$ cat src/lr_pkg.sv
// Shared types and constants for the line rasterizer.
// No dependencies; imported by every module of the block.
`timescale 1ns / 1ps
`default_nettype none

package lr_pkg;

    // Coordinate and color widths of the stream fields, plus default coordinate bits and queue depth
    localparam int COORD_W      = 6;
    localparam int COLOR_W      = 24;
    localparam int COORD_BITS_D = 6;
    localparam int QUEUE_DEPTH  = 2;

    localparam int S_TDATA_W = 4 * COORD_W + COLOR_W;          // 48
    localparam int M_FIELD_W = 2 * COORD_W + COLOR_W;          // 36
    localparam int M_TDATA_W = ((M_FIELD_W + 7) / 8) * 8;      // 40

    // Classified line command handed from front to back
    typedef struct packed {
        logic               xmajor;
        logic               dir_neg;
        logic [COORD_W-1:0] maj0;
        logic [COORD_W-1:0] maj1;
        logic [COORD_W-1:0] min0;
        logic [COORD_W-1:0] dmaj;
        logic [COORD_W-1:0] dmin;
        logic [COLOR_W-1:0] color;
    } line_cmd_t;

    typedef enum logic [1:0] {
        ST_IDLE = 2'b01,
        ST_DRAW = 2'b10
    } draw_state_t;

endpackage

`default_nettype wire

$ cat src/lr_front.sv
// Front end: unpacks a line command, picks the major axis, orders the
// endpoints and derives deltas and minor direction. Depends on lr_pkg.
`timescale 1ns / 1ps
`default_nettype none

module lr_front
    import lr_pkg::*;
#(
    parameter int COORD_BITS = COORD_BITS_D
) (
    input  wire logic [S_TDATA_W-1:0] cmd_data,
    output line_cmd_t                 cmd_out
);

    localparam logic [COORD_W-1:0] MASK =
        COORD_W'((7'd1 << COORD_BITS) - 7'd1);

    logic [COORD_W-1:0] ax, ay, bx, by;
    logic [COORD_W-1:0] adx, ady;
    logic [COORD_W-1:0] pmaj0, pmaj1, pmin0, pmin1;
    logic [COORD_W-1:0] maj0, maj1, min0, min1;
    logic               xmajor;

    always_comb begin
        ax = cmd_data[COORD_W-1:0] & MASK;
        ay = cmd_data[2*COORD_W-1:COORD_W] & MASK;
        bx = cmd_data[3*COORD_W-1:2*COORD_W] & MASK;
        by = cmd_data[4*COORD_W-1:3*COORD_W] & MASK;

        adx = (ax > bx) ? ax - bx : bx - ax;
        ady = (ay > by) ? ay - by : by - ay;
        xmajor = adx > ady;   // ties go to y

        if (xmajor) begin
            pmaj0 = ax; pmaj1 = bx; pmin0 = ay; pmin1 = by;
        end else begin
            pmaj0 = ay; pmaj1 = by; pmin0 = ax; pmin1 = bx;
        end

        if (pmaj0 > pmaj1) begin
            maj0 = pmaj1; maj1 = pmaj0; min0 = pmin1; min1 = pmin0;
        end else begin
            maj0 = pmaj0; maj1 = pmaj1; min0 = pmin0; min1 = pmin1;
        end

        cmd_out.xmajor  = xmajor;
        cmd_out.maj0    = maj0;
        cmd_out.maj1    = maj1;
        cmd_out.min0    = min0;
        cmd_out.dmaj    = maj1 - maj0;
        cmd_out.dir_neg = min1 < min0;
        cmd_out.dmin    = (min1 < min0) ? min0 - min1 : min1 - min0;
        cmd_out.color   = cmd_data[S_TDATA_W-1:4*COORD_W];
    end

endmodule

`default_nettype wire

$ cat src/lr_cmd_fifo.sv
// Short queue of classified line commands between front and back.
// Depends on lr_pkg for line_cmd_t.
`timescale 1ns / 1ps
`default_nettype none

module lr_cmd_fifo
    import lr_pkg::*;
#(
    parameter int DEPTH = QUEUE_DEPTH
) (
    input  wire logic      aclk,
    input  wire logic      aresetn,
    input  wire logic      wr_en,
    input  line_cmd_t      wr_data,
    output logic           full,
    input  wire logic      rd_en,
    output line_cmd_t      rd_data,
    output logic           not_empty
);

    localparam int PTR_W = (DEPTH > 1) ? $clog2(DEPTH) : 1;
    localparam int CNT_W = $clog2(DEPTH + 1);
    localparam logic [PTR_W-1:0] LAST_PTR = PTR_W'(DEPTH - 1);

    line_cmd_t          slot_reg [DEPTH];
    logic [PTR_W-1:0]   wr_ptr_reg, wr_ptr_next;
    logic [PTR_W-1:0]   rd_ptr_reg, rd_ptr_next;
    logic [CNT_W-1:0]   count_reg, count_next;
    logic               do_wr, do_rd;

    assign full      = count_reg == CNT_W'(DEPTH);
    assign not_empty = count_reg != '0;
    assign do_wr     = wr_en && !full;
    assign do_rd     = rd_en && not_empty;
    assign rd_data   = slot_reg[rd_ptr_reg];

    always_comb begin
        wr_ptr_next = wr_ptr_reg;
        rd_ptr_next = rd_ptr_reg;
        count_next  = count_reg;
        if (do_wr) begin
            wr_ptr_next = (wr_ptr_reg == LAST_PTR) ? '0 : wr_ptr_reg + 1'b1;
        end
        if (do_rd) begin
            rd_ptr_next = (rd_ptr_reg == LAST_PTR) ? '0 : rd_ptr_reg + 1'b1;
        end
        if (do_wr && !do_rd) begin
            count_next = count_reg + 1'b1;
        end else if (do_rd && !do_wr) begin
            count_next = count_reg - 1'b1;
        end
    end

    always_ff @(posedge aclk) begin
        if (!aresetn) begin
            wr_ptr_reg <= '0;
            rd_ptr_reg <= '0;
            count_reg  <= '0;
        end else begin
            wr_ptr_reg <= wr_ptr_next;
            rd_ptr_reg <= rd_ptr_next;
            count_reg  <= count_next;
        end
    end

    always_ff @(posedge aclk) begin
        if (do_wr) begin
            slot_reg[wr_ptr_reg] <= wr_data;
        end
    end

endmodule

`default_nettype wire

$ cat src/lr_back.sv
// Back end: Bresenham stepper, one pixel per cycle into an output register while the receiver accepts.
// Depends on lr_pkg for line_cmd_t and draw_state_t.
`timescale 1ns / 1ps
`default_nettype none

module lr_back
    import lr_pkg::*;
#(
    parameter int COORD_BITS = COORD_BITS_D
) (
    input  wire logic                 aclk,
    input  wire logic                 aresetn,
    input  line_cmd_t                 cmd,
    input  wire logic                 cmd_valid,
    output logic                      cmd_pop,
    output logic                      m_tvalid,
    input  wire logic                 m_tready,
    output logic [M_TDATA_W-1:0]      m_tdata,
    output logic                      m_tlast
);

    // accumulator stays at or below dmaj + dmin
    localparam int ERR_W = COORD_BITS + 1;

    draw_state_t        state_reg, state_next;
    logic               m_valid_reg, m_valid_next;
    logic               xmajor_reg, dir_neg_reg;
    logic [COORD_W-1:0] major_reg, maj1_reg, minor_reg, dmaj_reg, dmin_reg;
    logic [ERR_W-1:0]   err_reg, err_bump;
    logic [COLOR_W-1:0] color_reg;
    logic [COORD_W-1:0] px_reg, py_reg;
    logic [COLOR_W-1:0] pcolor_reg;
    logic               plast_reg;
    logic               step, at_end, minor_move;

    assign cmd_pop    = (state_reg == ST_IDLE) && cmd_valid;
    assign step       = (state_reg == ST_DRAW) && (!m_valid_reg || m_tready);
    assign at_end     = major_reg == maj1_reg;
    assign minor_move = err_reg > ERR_W'(dmaj_reg);
    assign err_bump   = minor_move ? err_reg - ERR_W'(dmaj_reg) + ERR_W'(dmin_reg)
                                   : err_reg + ERR_W'(dmin_reg);

    always_comb begin
        state_next   = state_reg;
        m_valid_next = m_valid_reg;
        if (m_tready) begin
            m_valid_next = 1'b0;
        end
        case (state_reg)
            ST_IDLE: begin
                if (cmd_valid) begin
                    state_next = ST_DRAW;
                end
            end
            ST_DRAW: begin
                if (step) begin
                    m_valid_next = 1'b1;
                    if (at_end) begin
                        state_next = ST_IDLE;
                    end
                end
            end
            default: state_next = ST_IDLE;
        endcase
    end

    always_ff @(posedge aclk) begin
        if (!aresetn) begin
            state_reg   <= ST_IDLE;
            m_valid_reg <= 1'b0;
        end else begin
            state_reg   <= state_next;
            m_valid_reg <= m_valid_next;
        end
    end

    always_ff @(posedge aclk) begin
        if (cmd_pop) begin
            xmajor_reg  <= cmd.xmajor;
            dir_neg_reg <= cmd.dir_neg;
            major_reg   <= cmd.maj0;
            maj1_reg    <= cmd.maj1;
            minor_reg   <= cmd.min0;
            dmaj_reg    <= cmd.dmaj;
            dmin_reg    <= cmd.dmin;
            color_reg   <= cmd.color;
            err_reg     <= '0;
        end else if (step) begin
            px_reg     <= xmajor_reg ? major_reg : minor_reg;
            py_reg     <= xmajor_reg ? minor_reg : major_reg;
            pcolor_reg <= color_reg;
            plast_reg  <= at_end;
            major_reg  <= major_reg + 1'b1;
            err_reg    <= err_bump;
            // minor wraps modulo 64 like the six-bit output field
            if (minor_move) begin
                minor_reg <= dir_neg_reg ? minor_reg - 1'b1 : minor_reg + 1'b1;
            end
        end
    end

    assign m_tvalid = m_valid_reg;
    assign m_tlast  = plast_reg;
    assign m_tdata  = {(M_TDATA_W - M_FIELD_W)'(0), pcolor_reg, py_reg, px_reg};

    a_load_clears_err: assert property (@(posedge aclk) disable iff (!aresetn)
        cmd_pop |=> (err_reg == '0) && (state_reg == ST_DRAW))
        else $error("accumulator not cleared on line load");

    a_err_bound: assert property (@(posedge aclk) disable iff (!aresetn)
        (state_reg == ST_DRAW) |->
            ({1'b0, err_reg} <= ({2'b0, dmaj_reg} + {2'b0, dmin_reg})))
        else $error("error accumulator out of range");

    a_last_ends_line: assert property (@(posedge aclk) disable iff (!aresetn)
        (step && at_end) |=> (state_reg == ST_IDLE) && m_tvalid && m_tlast)
        else $error("final pixel did not end the line");

    a_pixel_source: assert property (@(posedge aclk) disable iff (!aresetn)
        $rose(m_tvalid) |-> $past(state_reg == ST_DRAW))
        else $error("pixel emitted outside of drawing");

endmodule

`default_nettype wire

$ cat src/line_rasterizer_core.sv
// Path: a command is written into the queue at acceptance, loaded by the stepper
// from ST_IDLE once the previous line is done, and its first pixel is then registered onto m_tvalid.
// The stepper gives one pixel per cycle while the receiver accepts, and a line
// has (major delta + 1) pixels: up to 64 per command.
// Reset clears the queue count and pointers, the stepper state and m_tvalid.
// Top level of the line rasterizer; depends on lr_pkg, lr_front, lr_cmd_fifo, lr_back.
`timescale 1ns / 1ps
`default_nettype none

module line_rasterizer_core
    import lr_pkg::*;
#(
    parameter int COORD_BITS = COORD_BITS_D,
    parameter int DEPTH      = QUEUE_DEPTH
) (
    input  wire logic                 aclk,
    input  wire logic                 aresetn,
    input  wire logic                 s_tvalid,
    output logic                      s_tready,
    // start_x[5:0], start_y[11:6], end_x[17:12], end_y[23:18], line_color[47:24]
    input  wire logic [S_TDATA_W-1:0] s_tdata,
    output logic                      m_tvalid,
    input  wire logic                 m_tready,
    // pixel_x[5:0], pixel_y[11:6], pixel_color[35:12], zero pad [39:36]
    output logic [M_TDATA_W-1:0]      m_tdata,
    // last_pixel
    output logic                      m_tlast
);

    line_cmd_t front_cmd, queued_cmd;
    logic      q_full, q_valid, q_pop;

    assign s_tready = !q_full;

    lr_front #(.COORD_BITS(COORD_BITS)) u_front (
        .cmd_data (s_tdata),
        .cmd_out  (front_cmd)
    );

    lr_cmd_fifo #(.DEPTH(DEPTH)) u_queue (
        .aclk      (aclk),
        .aresetn   (aresetn),
        .wr_en     (s_tvalid),
        .wr_data   (front_cmd),
        .full      (q_full),
        .rd_en     (q_pop),
        .rd_data   (queued_cmd),
        .not_empty (q_valid)
    );

    lr_back #(.COORD_BITS(COORD_BITS)) u_back (
        .aclk      (aclk),
        .aresetn   (aresetn),
        .cmd       (queued_cmd),
        .cmd_valid (q_valid),
        .cmd_pop   (q_pop),
        .m_tvalid  (m_tvalid),
        .m_tready  (m_tready),
        .m_tdata   (m_tdata),
        .m_tlast   (m_tlast)
    );

endmodule

`default_nettype wire

$ cat config.mk
export PLATFORM = sky130hd
export DESIGN_NAME = line_rasterizer_core
export DESIGN_NICKNAME = d
export VERILOG_FILES = /design/src/lr_pkg.sv /design/src/lr_front.sv /design/src/lr_cmd_fifo.sv /design/src/lr_back.sv /design/src/line_rasterizer_core.sv
export SDC_FILE = /design/constraint.sdc
export NUM_CORES = 1
export LEC_CHECK = 0
export BUFFER_PORTS_ARGS = -buffer_cell sky130_fd_sc_hd__buf_2
export CAP_MARGIN = 15
export CELL_PAD_IN_SITES_DETAIL_PLACEMENT = 0
export CELL_PAD_IN_SITES_GLOBAL_PLACEMENT = 1
export CORE_UTILIZATION = 45
export DETAILED_ROUTE_END_ITERATION = 7
export GPL_TIMING_DRIVEN = 0
export PLACE_DENSITY_LB_ADDON = 0.3
export SETUP_SLACK_MARGIN = 0.3
export SLEW_MARGIN = 20
export SYNTH_ARGS = -nofsm -noshare
export SYNTH_HDL_FRONTEND = slang
export SYNTH_SLANG_ARGS = --single-unit
$ cat constraint.sdc
create_clock -name aclk -period 8.3 [get_ports aclk]
set_input_delay 0.83 -clock aclk [delete_from_list [all_inputs] [get_ports aclk]]
set_output_delay 0.83 -clock aclk [all_outputs]
set_load 0.05 [all_outputs]
# After elaboration in Yosys (flattened, before gate mapping)
# Memories as Yosys holds them, arrays and structs flattened. A register that Yosys moved wholly into a read port is not among the register bits.
# Cells that the tools add are included.
# word_totals
ff_bits,107
ramBits,112
output_inout_bits,43
memories,1
# mem_list
name,words,width,rd,rd_clocked_by_memory_dff,write_ports,line_no,text
u_queue.slot_reg,2,56,1,1,1,lr_cmd_fifo.sv:25,line_cmd_t slot_reg [DEPTH];
# op_classes
add_sub_neg,17
n_lt_le_gt_ge,6
eq_ne,7
n_mux,35
bitwise_logic,1
n_reduce_logical,18
# ops
op,count
6-bit two-way mux,19
6-bit subtractor,7
6-bit > comparator,4
7-bit by 6-bit adder with 7-bit output,2
6-bit by 1-bit adder with 6-bit output (second input constant),2
2-bit two-way mux,5
1-bit two-way mux,9
2-bit nonzero test,4
7-bit by 6-bit > comparator with 1-bit output,1
7-bit two-way mux,1
7-bit by 6-bit subtractor with 7-bit output,1
6-bit equality test,1
1-bit logical AND,6
6-bit less-than comparator,1
2-bit by 1-bit != test with 1-bit output (second input constant),3
6-bit by 1-bit subtractor with 6-bit output (second input constant),1
2-bit equality test (second input constant),2
1-bit logical NOT,4
2-bit one-hot mux with 2 select lines,1
2-bit AND reduction,2
3-bit AND reduction,1
1-bit adder (second input constant),2
2-bit by 1-bit adder with 2-bit output (second input constant),1
2-bit by 1-bit equality test with 1-bit output (second input constant),1
3 further kinds,3

# Longest topological paths before layout
# Gate-level depths: netlist (run 1).
# depth
word_depth,8
depth_mapped,46

# By module
# Synthesis (run 1) repeated with hierarchy kept, for this count alone.
# unflattened
cells_unflattened,904
hier_area_um2,11841.4
# modules_own_cells
module,instances,cells_per_inst,area_each_um2,seq_area_each_um2
lr_back,1,331,4665.7,2992.9
lr_cmd_fifo,1,199,4270.3,3463.3
lr_front,1,373,2901.5,0.0
line_rasterizer_core,1,1,3.8,0.0

# Least setup slack after synthesis (run 1)
# OpenSTA, ideal clock, no wires.
# synth_timing
path_kind,in2reg
start,input port s_tdata[6]
end,memory u_queue.slot_reg[0][29] (netlist name) (data pin)
arrival_ns,8.700
setup_slack_ns,-0.664
cell_stages,44
path_cell_list,inv_1 ha_1 inv_1 fa_1 a21o_1 a21o_1 a21o_1 a21oi_1 nor2_2 mux2_2 a221oi_1 o221ai_1 xnor2_1 ha_1 and2_1 and2_4 o31ai_4 buf_6 (+8 left out) nand2_1 buf_2 nor2_1 a21oi_1 mux2_2 ha_1 inv_1 fa_1 a21o_1 a21o_1 a21o_1 a21oi_1 buf_2 mux2i_1 nand2_1 a2bb2oi_1 o21ai_0 xnor2_1
# synth_rtl
element,line_no,text
"start, declared",line_rasterizer_core.sv:21,"input wire logic [S_TDATA_W-1:0] s_tdata,"
"end, declared",lr_cmd_fifo.sv:25,

==> impl_results.md, run 1 <==
* Global Route Usage Sum at between 10% and 20%
* Top sig layer: met4
* Post-route cell area at roughly 14000 um2
* Clock slew at reported path FFs at approximately 0.060 ns
* Multi-input logic area at 5130 um2
* Final ANT Viol Nets at 0
* Routed WL per cell at approximately 18 um
* FMAX at 121 MHz
* Worst Reg-to-Reg Cells at 8
* DP HPWL at about 19000 um
* Gr ovfl total at 0
* Total number of vias at around 7500
* Max-Cap Viols at 0
* IO Port Bufs at 90
* Non-Filler Instances at roughly 1400
* Outcome: complete, no violations
* CP top delay family: compound AO/OA/AOI/OAI gates
* Crit path largest cell delay at 0.41 ns
* DRT iter0 DRCs at 450
* Final setup TNS at 0 ns
* Worst slew pin tran at slightly above 1 ns
* First-pass GRT wire length at between 40000 and 50000 um
* Most numerous cell in the Yosys netlist: edfxtp_1
* Clock root buffer master: clkbuf_16
* Crit path max-delay cell type: fa_2
* Cells on Worst Hold Path at 0
* Area of the core at 25300 um2
* Synth Warn # at 0
* Antenna violations before repair at 0
* Placement Cell Area at around 13000 um2
* Row count at just under 60
* IO Count at 95
* Yosys top cell area share at a little over half
* Antenna diodes at 0
* Chip Height at ~160 um
* Crit Path Class: input port to flop
* Syn Inst Count at 912
* Worst EP required at roughly 8.5 ns
* Number of flip-flops under the largest register name at approximately 110
* Post-route DRC at 0
* Clk sinks at 220
* Library cells used by synthesis at 65
* Final Util at approximately 57%
* Die width at 163 um
* Tcrit/Tclk final at about 100%
* Area Growth Syn to Fin at 22.8%
* Final Routed Wirelength at approximately 26000 um
* Reg area at between 6000 and 7000 um2
* First-pass DRT Iterations at 5
* Worst path bufs/invs at 11
* Mapped Area at 11600 um2
* Synthesized area per cell at around 13 um2
* TritonCTS Buffers at 23
* Fill cells at 2133
* Tmin final at about 8.3 ns
* Clk_skew at 0.0182 ns
* Share of synthesized flip-flops with an asynchronous set or reset at 0%
* Synth cell count leaders: edfxtp_1, inv_1, ha_1
* Post-synth EDFFs at 205
* Seq cells post-synth at between 200 and 250
* Vias in the first global route at ~7600
* GPL Wtd Cong at 0.849
* CTS tree: built
* Critical path depth at 44
* Synth area leader: edfxtp_1
* RSZ-0062 raised after global routing: yes
* Largest net degree at the start of global routing at 47
* Worst skew pair latency at 0.50 ns
* Placed Cells at approximately 1300
* Share of layout cells above drive strength 1 at 31.4%
* Nets at about 1200
* CTS max path bufs at 3
* Wl on met1 at between 10000 and 15000 um
* Die area at roughly 26000 um2
* Crit end category: flop
* Arr. time, crit path at 8.52 ns
* Starting Density at between 40% and 50%
* Hold Vio Cnt, Final at 0
* Main flop type after synthesis: edfxtp_1
* DR vias/cell at around 5.3
* Slew headroom at about a third
* Register area share after synthesis at 55.5%
* Hold WC Path Type: flop to flop
* Worst path most repeated cell: a21o_1
* Metal2 WL at 12300 um
* Synth area leaders: edfxtp_1, ha_1, mux2_2, mux2i_1, inv_1
* Final max-slew violation count at 0
* Count of hold-fix buffers inserted at cts at 0
* Setup Viol. Count Final at 0
* Met3 Routed Length at between 1000 and 1500 um
* Critical path fanouts, max at 5
* CTS H-tree depth at 1
* Worst Setup Start Kind: input port
-- cell type report --
| class | instances | area share [%] |
|---|---|---|
| sequential | 220 | 45.2 |
| clock buffer | 29 | 4.19 |
| buffer | 31 | 1.66 |
| clock inverter | 11 | 0.534 |
| multi-input combinational | 577 | 35.9 |
| inverter | 87 | 2.43 |
| timing repair buffer | 143 | 7.15 |
| tap | 330 | 2.89 |
-- layer usage --
metal / up-vias / GRT usage [%]
li1: 3667 / -
met1: 3661 / 28.1
met2: 180 / 32.5
met3: 36 / 2.39
met4: 0 / 4.29
met5: - / 0
-- repair_timing --
item,CTS,global route
setup endpoints to repair,12,12
setup buffers,38,8
pin swaps,32,12
resized for setup,61,33
cloned,2,0
-- kinds of logic after synthesis --
| family | Yosys count | synth area share (%) |
|---|---|---|
| AOI/OAI and AO/OA | 181 | 10.3 |
| other | 1 | 0.0322 |
| DFF | 220 | 55.5 |
| adders and majority gates | 87 | 10.2 |
| muxes | 110 | 10.2 |
| and+or+nand+nor | 151 | 6.36 |
| xor gates and xnor gates | 44 | 3.31 |
| buffers and inverters | 118 | 4.11 |
-- placed cells by master (no fill, tap or decap), types with 7 or more instances in the layout --
| cell | count |
|---|---|
| a211oi_1 | 12 |
| a21o_1 | 26 |
| a21oi_1 | 44 |
| a21oi_2 | 14 |
| buf_2 | 93 |
| buf_4 | 43 |
| buf_6 | 13 |
| clkbuf_1 | 18 |
| clkbuf_16 | 25 |
| dfxtp_1 | 15 |
| edfxtp_1 | 205 |
| fa_1 | 12 |
| ha_1 | 63 |
| inv_1 | 78 |
| mux2_2 | 63 |
| mux2i_1 | 37 |
| nand2_1 | 37 |
| nand3_1 | 14 |
| nor2_1 | 41 |
| nor2b_1 | 10 |
| o211ai_1 | 7 |
| o21ai_0 | 24 |
| xnor2_1 | 29 |
| xor2_1 | 10 |
-- path summary, 6_finish.rpt --
path	from	end	slack, ns
max	s_tdata[6]	u_queue.slot_reg[1][29]	0.02
min	u_back.color_reg[11]	u_back.pcolor_reg[11]	0.40
max reg2reg	u_back.dmaj_reg[1]	u_back.minor_reg[1]	5.45
min reg2reg	u_back.color_reg[11]	u_back.pcolor_reg[11]	0.40
-- stage by stage --
stage                     worst slack, ns  hold WS (ns)
after global placement              -1.31         0.401
after floorplan                    -0.113         0.400
after CTS                          0.0754         0.407
after detailed placement            -1.38         0.405
after global routing               -0.288         0.426
final                              0.0237         0.405
Power of run 1 is not shown: default switching activity piles up to over one toggle a cycle in this logic, so the estimate is an artifact.
==> inputs of run 2 (changes only) <==
CORE_UTILIZATION = 46   (was 45)
CTS_BUF_LIST = sky130_fd_sc_hd__clkbuf_2   (was default)
==> impl_results.md, run 2 (synthesis results as in run 1) <==
* Outcome: complete, no violations
* Tcrit/Tclk final at 96.3% (-3.4 points)
* Final Util at 56.3% (-0.30 points)
* Largest net degree at the start of global routing at 47 (unchanged)
* Clk_skew at 0.101 ns (+0.0828 ns)
* Pre-CTS setup slack at -1.28 ns (+0.102 ns)
* CTS max path bufs at 3 (unchanged)
* Routed WL per cell at 17.0 um (-7.1%)
* Clock root buffer master: clkbuf_2
* Worst slew pin tran at 0.955 ns (-0.0553 ns)
* Final max-slew violation count at 0 (unchanged)
* Count of hold-fix buffers inserted at cts at 0 (unchanged)
* Final ANT Viol Nets at 0 (unchanged)
* Crit path largest cell delay at 0.39 ns (-0.02 ns)
* Worst Setup Start Kind: input port
* TritonCTS Buffers at 53 (+130%)
* Hold Vio Cnt, Final at 0 (unchanged)
* Crit path max-delay cell type: fa_2
* Die width at 161 um (-1.1%)
* First-pass DRT Iterations at 5 (unchanged)
* Total number of vias at 7563 (+0.25%)
* Slew headroom at 35.6% (+3.1 points)
* Row count at 57 (-1.7%)
* Max-Cap Viols at 0 (unchanged)
* Most frequent cells in the layout: edfxtp_1, buf_2, clkbuf_2
* Number of flip-flops under the largest register name at 112 (unchanged)
* DP HPWL at 17900 um (-3.5%)
* DR vias/cell at 5.14 (-2.6%)
* Hold WC Path Type: input port to flop
* DRT iter0 DRCs at 409 (-9.1%)
* Final setup TNS at 0 ns (unchanged)
* First-pass GRT wire length at 39200 um (-3.2%)
* Fill cells at 2112 (-0.98%)
* Tmin final at 7.99 ns (-0.282 ns)
* Crit Reg-Reg Startpoint: u_back.err_reg[1]
* IO Port Bufs at 90 (unchanged)
* Share of layout cells above drive strength 1 at 33.6% (+2.2 points)
* Worst hold path startpoint: s_tdata[47]
* Starting Density at 47.4% (+1.4 points)
* CTS H-tree depth at 2 (+1)
* Crit Path Class: input port to flop
* Critical path fanouts, max at 6 (+1)
* Chip Height at 161 um (-1.1%)
* Worst path most repeated cell: a21o_1
* Crit path from: s_tdata[6]
* GPL Wtd Cong at 0.860 (+1.3%)
* Final Routed Wirelength at 24900 um (-4.4%)
* CTS tree: built
* FMAX at 125 MHz (+3.5%)
* Global Route Usage Sum at 19.5% (-0.25 points)
* Hold_ws at 0.220 ns (-0.184 ns)
* Most common cell after layout, fill and taps aside: edfxtp_1
* Area of the core at 24500 um2 (-2.9%)
* Die area at 25900 um2 (-2.1%)
* Nets at 1238 (+1.6%)
* Vias in the first global route at 7428 (-1.8%)
* Worst EP required at 8.74 ns (+0.20 ns)
* Arr. time, crit path at 8.43 ns (-0.09 ns)
* Antenna violations before repair at 1 (+1)
* Setup WS post-layout at 0.306 ns (+0.282 ns)
* Crit end category: flop
* Worst skew pair latency at 0.78 ns (+0.28 ns)
* Area Growth Syn to Fin at 18.7%
* RSZ-0062 raised after global routing: yes
* Clk sinks at 220 (unchanged)
* Setup Viol. Count Final at 0 (unchanged)
* IO Count at 95 (unchanged)
* Clock slew at reported path FFs at 0.11 ns (+0.05 ns)
* Gr ovfl total at 0 (unchanged)
* Post-route DRC at 0 (unchanged)
## run 2: cell count changes in the layout (fill, tap and decap cells not counted), sizes merged
cell and delta:
clkbuf +58, bufinv -1, buf -10, diode +1
## run 2: worst paths after layout
| kind | end | slack [ns] | depth (start not counted) |
|---|---|---|---|
| hold / removal | u_queue.slot_reg[1][23] | 0.22 | 1 |
| setup / recovery | u_queue.slot_reg[0][27] | 0.31 | 43 |
| hold reg to reg | u_back.pcolor_reg[7] | 0.41 | 0 |
| setup reg to reg | u_back.err_reg[5] | 5.42 | 12 |
## run 2: cell type report
class	count	area (um2)	share of cell area, %
multi-input cells	577	5030	36.5
clock buffers	87	435	3.15
plain buffers	31	234	1.70
repair buffers	133	853	6.18
inverters	87	339	2.46
well taps	324	405	2.94
diodes	1	2.50	0.0181
clock inverters	10	45.0	0.326
flip-flops and latches	220	6460	46.8
## run 2: per-stage QoR
stage	instances	cell area, um2
after detailed placement	1333	12700
after global routing	1470	13800
final	1470	13800
after CTS	1455	13600
after global placement	1329	12600
after floorplan	915	11800
## run 2: repair_timing
item | 4_1_cts | 5_1_grt
setup endpoints to repair | 10 | 10
pin swaps | 16 | 22
cloned | 1 | 0
resized for setup | 33 | 33
buffers inserted | 24 | 14
## run 2: worst max-delay path: cells and delay by family
family	cells	cell delay, ns
AO/OA/AOI/OAI	17	3.15
XOR/XNOR	2	0.40
adder cells (fa/ha/maj)	6	1.59
buffers and inverters	9	0.98
multiplexers	2	0.60
AND/OR/NAND/NOR	7	0.86
## run 2: layer usage
metal  track usage [%]  vias up  wire (um)
li1                  -     3738          -
met1              26.5     3634      11600
met2              32.0      158      11900
met3              3.57       33       1010
met4              5.70        0        447
met5                 0        -          0
Power of run 2 is left out for the same reason.
==> inputs of run 3 (changes only) <==
CELL_PAD_IN_SITES_DETAIL_PLACEMENT = 2   (was 0)
CELL_PAD_IN_SITES_GLOBAL_PLACEMENT = 2   (was 1)
CORE_UTILIZATION = 39   (was 46)
==> impl_results.md, run 3 (synthesis results as in run 1) <==
* Routed WL per cell at 24.4 um (+44%)
* Worst skew pair latency at 0.83 ns (+0.05 ns)
* Share of layout cells above drive strength 1 at 35.2% (+1.6 points)
* Final ANT Viol Nets at 0 (unchanged)
* Most frequent cells in the layout: edfxtp_1, buf_2, clkbuf_2
* Gr ovfl total at 0 (unchanged)
* Multi-input logic area at 5130 um2 (+1.9%)
* Hold WC Path Type: input port to flop
* Crit Path Class: input port to flop
* Final Routed Wirelength at 37600 um (+51%)
* Max-Cap Viols at 0 (unchanged)
* Crit end category: flop
* Fill cells at 2878 (+36%)
* CTS max path bufs at 3 (unchanged)
* CP top delay family: compound AO/OA/AOI/OAI gates
* Die area at 30500 um2 (+18%)
* Post-route cell area at 14100 um2 (+2.3%)
* Clk_skew at 0.0866 ns (-0.0144 ns)
* Total number of vias at 8306 (+9.8%)
* CTS tree: built
* Setup Viol. Count Final at 0 (unchanged)
* Arr. time, crit path at 8.76 ns (+0.33 ns)
* Crit path max-delay cell type: a21oi_1
* Crit path largest cell delay at 0.47 ns (+0.08 ns)
* Vias in the first global route at 9573 (+29%)
* First-pass DRT Iterations at 5 (unchanged)
* Antenna violations before repair at 1 (unchanged)
* Area Growth Syn to Fin at 21.4%
* DP HPWL at 25800 um (+44%)
* Slew headroom at 31.2% (-4.4 points)
* Clock root buffer master: clkbuf_2
* Metal2 WL at 20500 um (+73%)
* CTS H-tree depth at 2 (unchanged)
* TritonCTS Buffers at 56 (+5.7%)
* GPL Wtd Cong at 0.818 (-4.9%)
* Wl on met1 at 14800 um (+28%)
* Clock slew at reported path FFs at 0.12 ns (about the same)
* Worst slew pin tran at 1.03 ns (+0.0746 ns)
* Chip Height at 175 um (+8.5%)
* Post-route DRC at 0 (unchanged)
* Reg area at 6460 um2 (unchanged)
* Clk sinks at 220 (unchanged)
* First-pass GRT wire length at 57200 um (+46%)
* Worst path most repeated cell: a21o_1
* Met3 Routed Length at 1320 um (+32%)
* Worst path bufs/invs at 9 (unchanged)
* Critical path fanouts, max at 10 (+4)
* Starting Density at 40.1% (-7.3 points)
* RSZ-0062 raised after global routing: yes
* Number of flip-flops under the largest register name at 112 (unchanged)
* IO Port Bufs at 90 (unchanged)
* Count of hold-fix buffers inserted at cts at 0 (unchanged)
* Worst EP required at 8.79 ns (+0.05 ns)
* Row count at 62 (+8.8%)
* Final max-slew violation count at 0 (unchanged)
* Area of the core at 29000 um2 (+18%)
* Placement Cell Area at 12800 um2 (+0.75%)
* DRT iter0 DRCs at 417 (+2.0%)
* Most common cell after layout, fill and taps aside: edfxtp_1
* Die width at 175 um (+8.5%)
* Top sig layer: met4
* Outcome: complete, no violations
* Tcrit/Tclk final at 99.7% (+3.4 points)
* Largest net degree at the start of global routing at 47 (unchanged)
* FMAX at 121 MHz (-3.4%)
* Global Route Usage Sum at 24.8% (+5.3 points)
* Nets at 1253 (+1.2%)
* R2r setup slk at 5.08 ns (-0.34 ns)
* Hold Vio Cnt, Final at 0 (unchanged)
* DR vias/cell at 5.39 (+4.8%)
* IO Count at 95 (unchanged)
* Tmin final at 8.28 ns (+0.285 ns)
* Worst Setup Start Kind: input port
==> run 3: cell types whose count changed in the layout (fill, tap and decap cells not counted), sizes merged <==
cell	delta
buf	+12
clkbuf	+2
clkinv	-5
bufbuf	+1
inv	+1
==> run 3: routing by layer <==
layer  vias up  track usage, %
li1       3758               -
met1      4252            28.3
met2       221            46.9
met3        75            3.57
met4         0            8.66
met5         -               0
==> run 3: area by class of cell <==
cell class | count | area share (%)
Multi-Input combinational cell | 577 | 36.3
Antenna cell | 1 | 0.0177
Buffer | 31 | 1.64
Sequential cell | 220 | 45.7
Timing Repair Buffer | 145 | 7.07
Inverter | 87 | 2.40
Clock inverter | 6 | 0.195
Tap cell | 384 | 3.40
Clock buffer | 90 | 3.19
==> run 3: through the flow <==
stage	hold slack [ns]	util [%]	setup TNS [ns]	cells	setup WS [ns]
final	0.186	48.6	0	1541	0.0210
after global placement	0.400	43.8	-12.49	1389	-1.42
after global routing	0.0892	48.6	-0.270	1541	-0.116
after floorplan	0.400	-	-0.226	915	-0.113
after CTS	0.0919	48.0	0	1530	0.246
after detailed placement	0.406	44.2	-16.11	1394	-1.72
==> run 3: worst register-to-register path, stage by stage (launching register included) <==
cell,delay [ns]
dfxtp_1,0.40
inv_1,0.13
fa_1,0.61
inv_1,0.09
ha_1,0.31
a21o_1,0.21
a21oi_1,0.30
o21bai_1,0.13
a21oi_1,0.25
xor2_1,0.21
nor2_1,0.08
a21oi_1,0.17
a211oi_1,0.09
==> run 3: worst paths after layout <==
check / start / endpoint / cells after the start
setup / recovery: s_tdata[6] / u_queue.slot_reg[0][29] / 43
hold / removal: s_tdata[43] / u_queue.slot_reg[1][19] / 1
setup reg to reg: u_back.err_reg[1] / u_back.err_reg[5] / 12
hold reg to reg: u_back.color_reg[14] / u_back.pcolor_reg[14] / 0
==> run 3: timing repair <==
item / in CTS / in global routing
setup endpoints to repair: 12 / 10
gates resized for setup: 55 / 29
gates cloned: 2 / 0
buffers inserted: 38 / 10
pin swaps: 29 / 17
Power of run 3 is left out for the same reason.
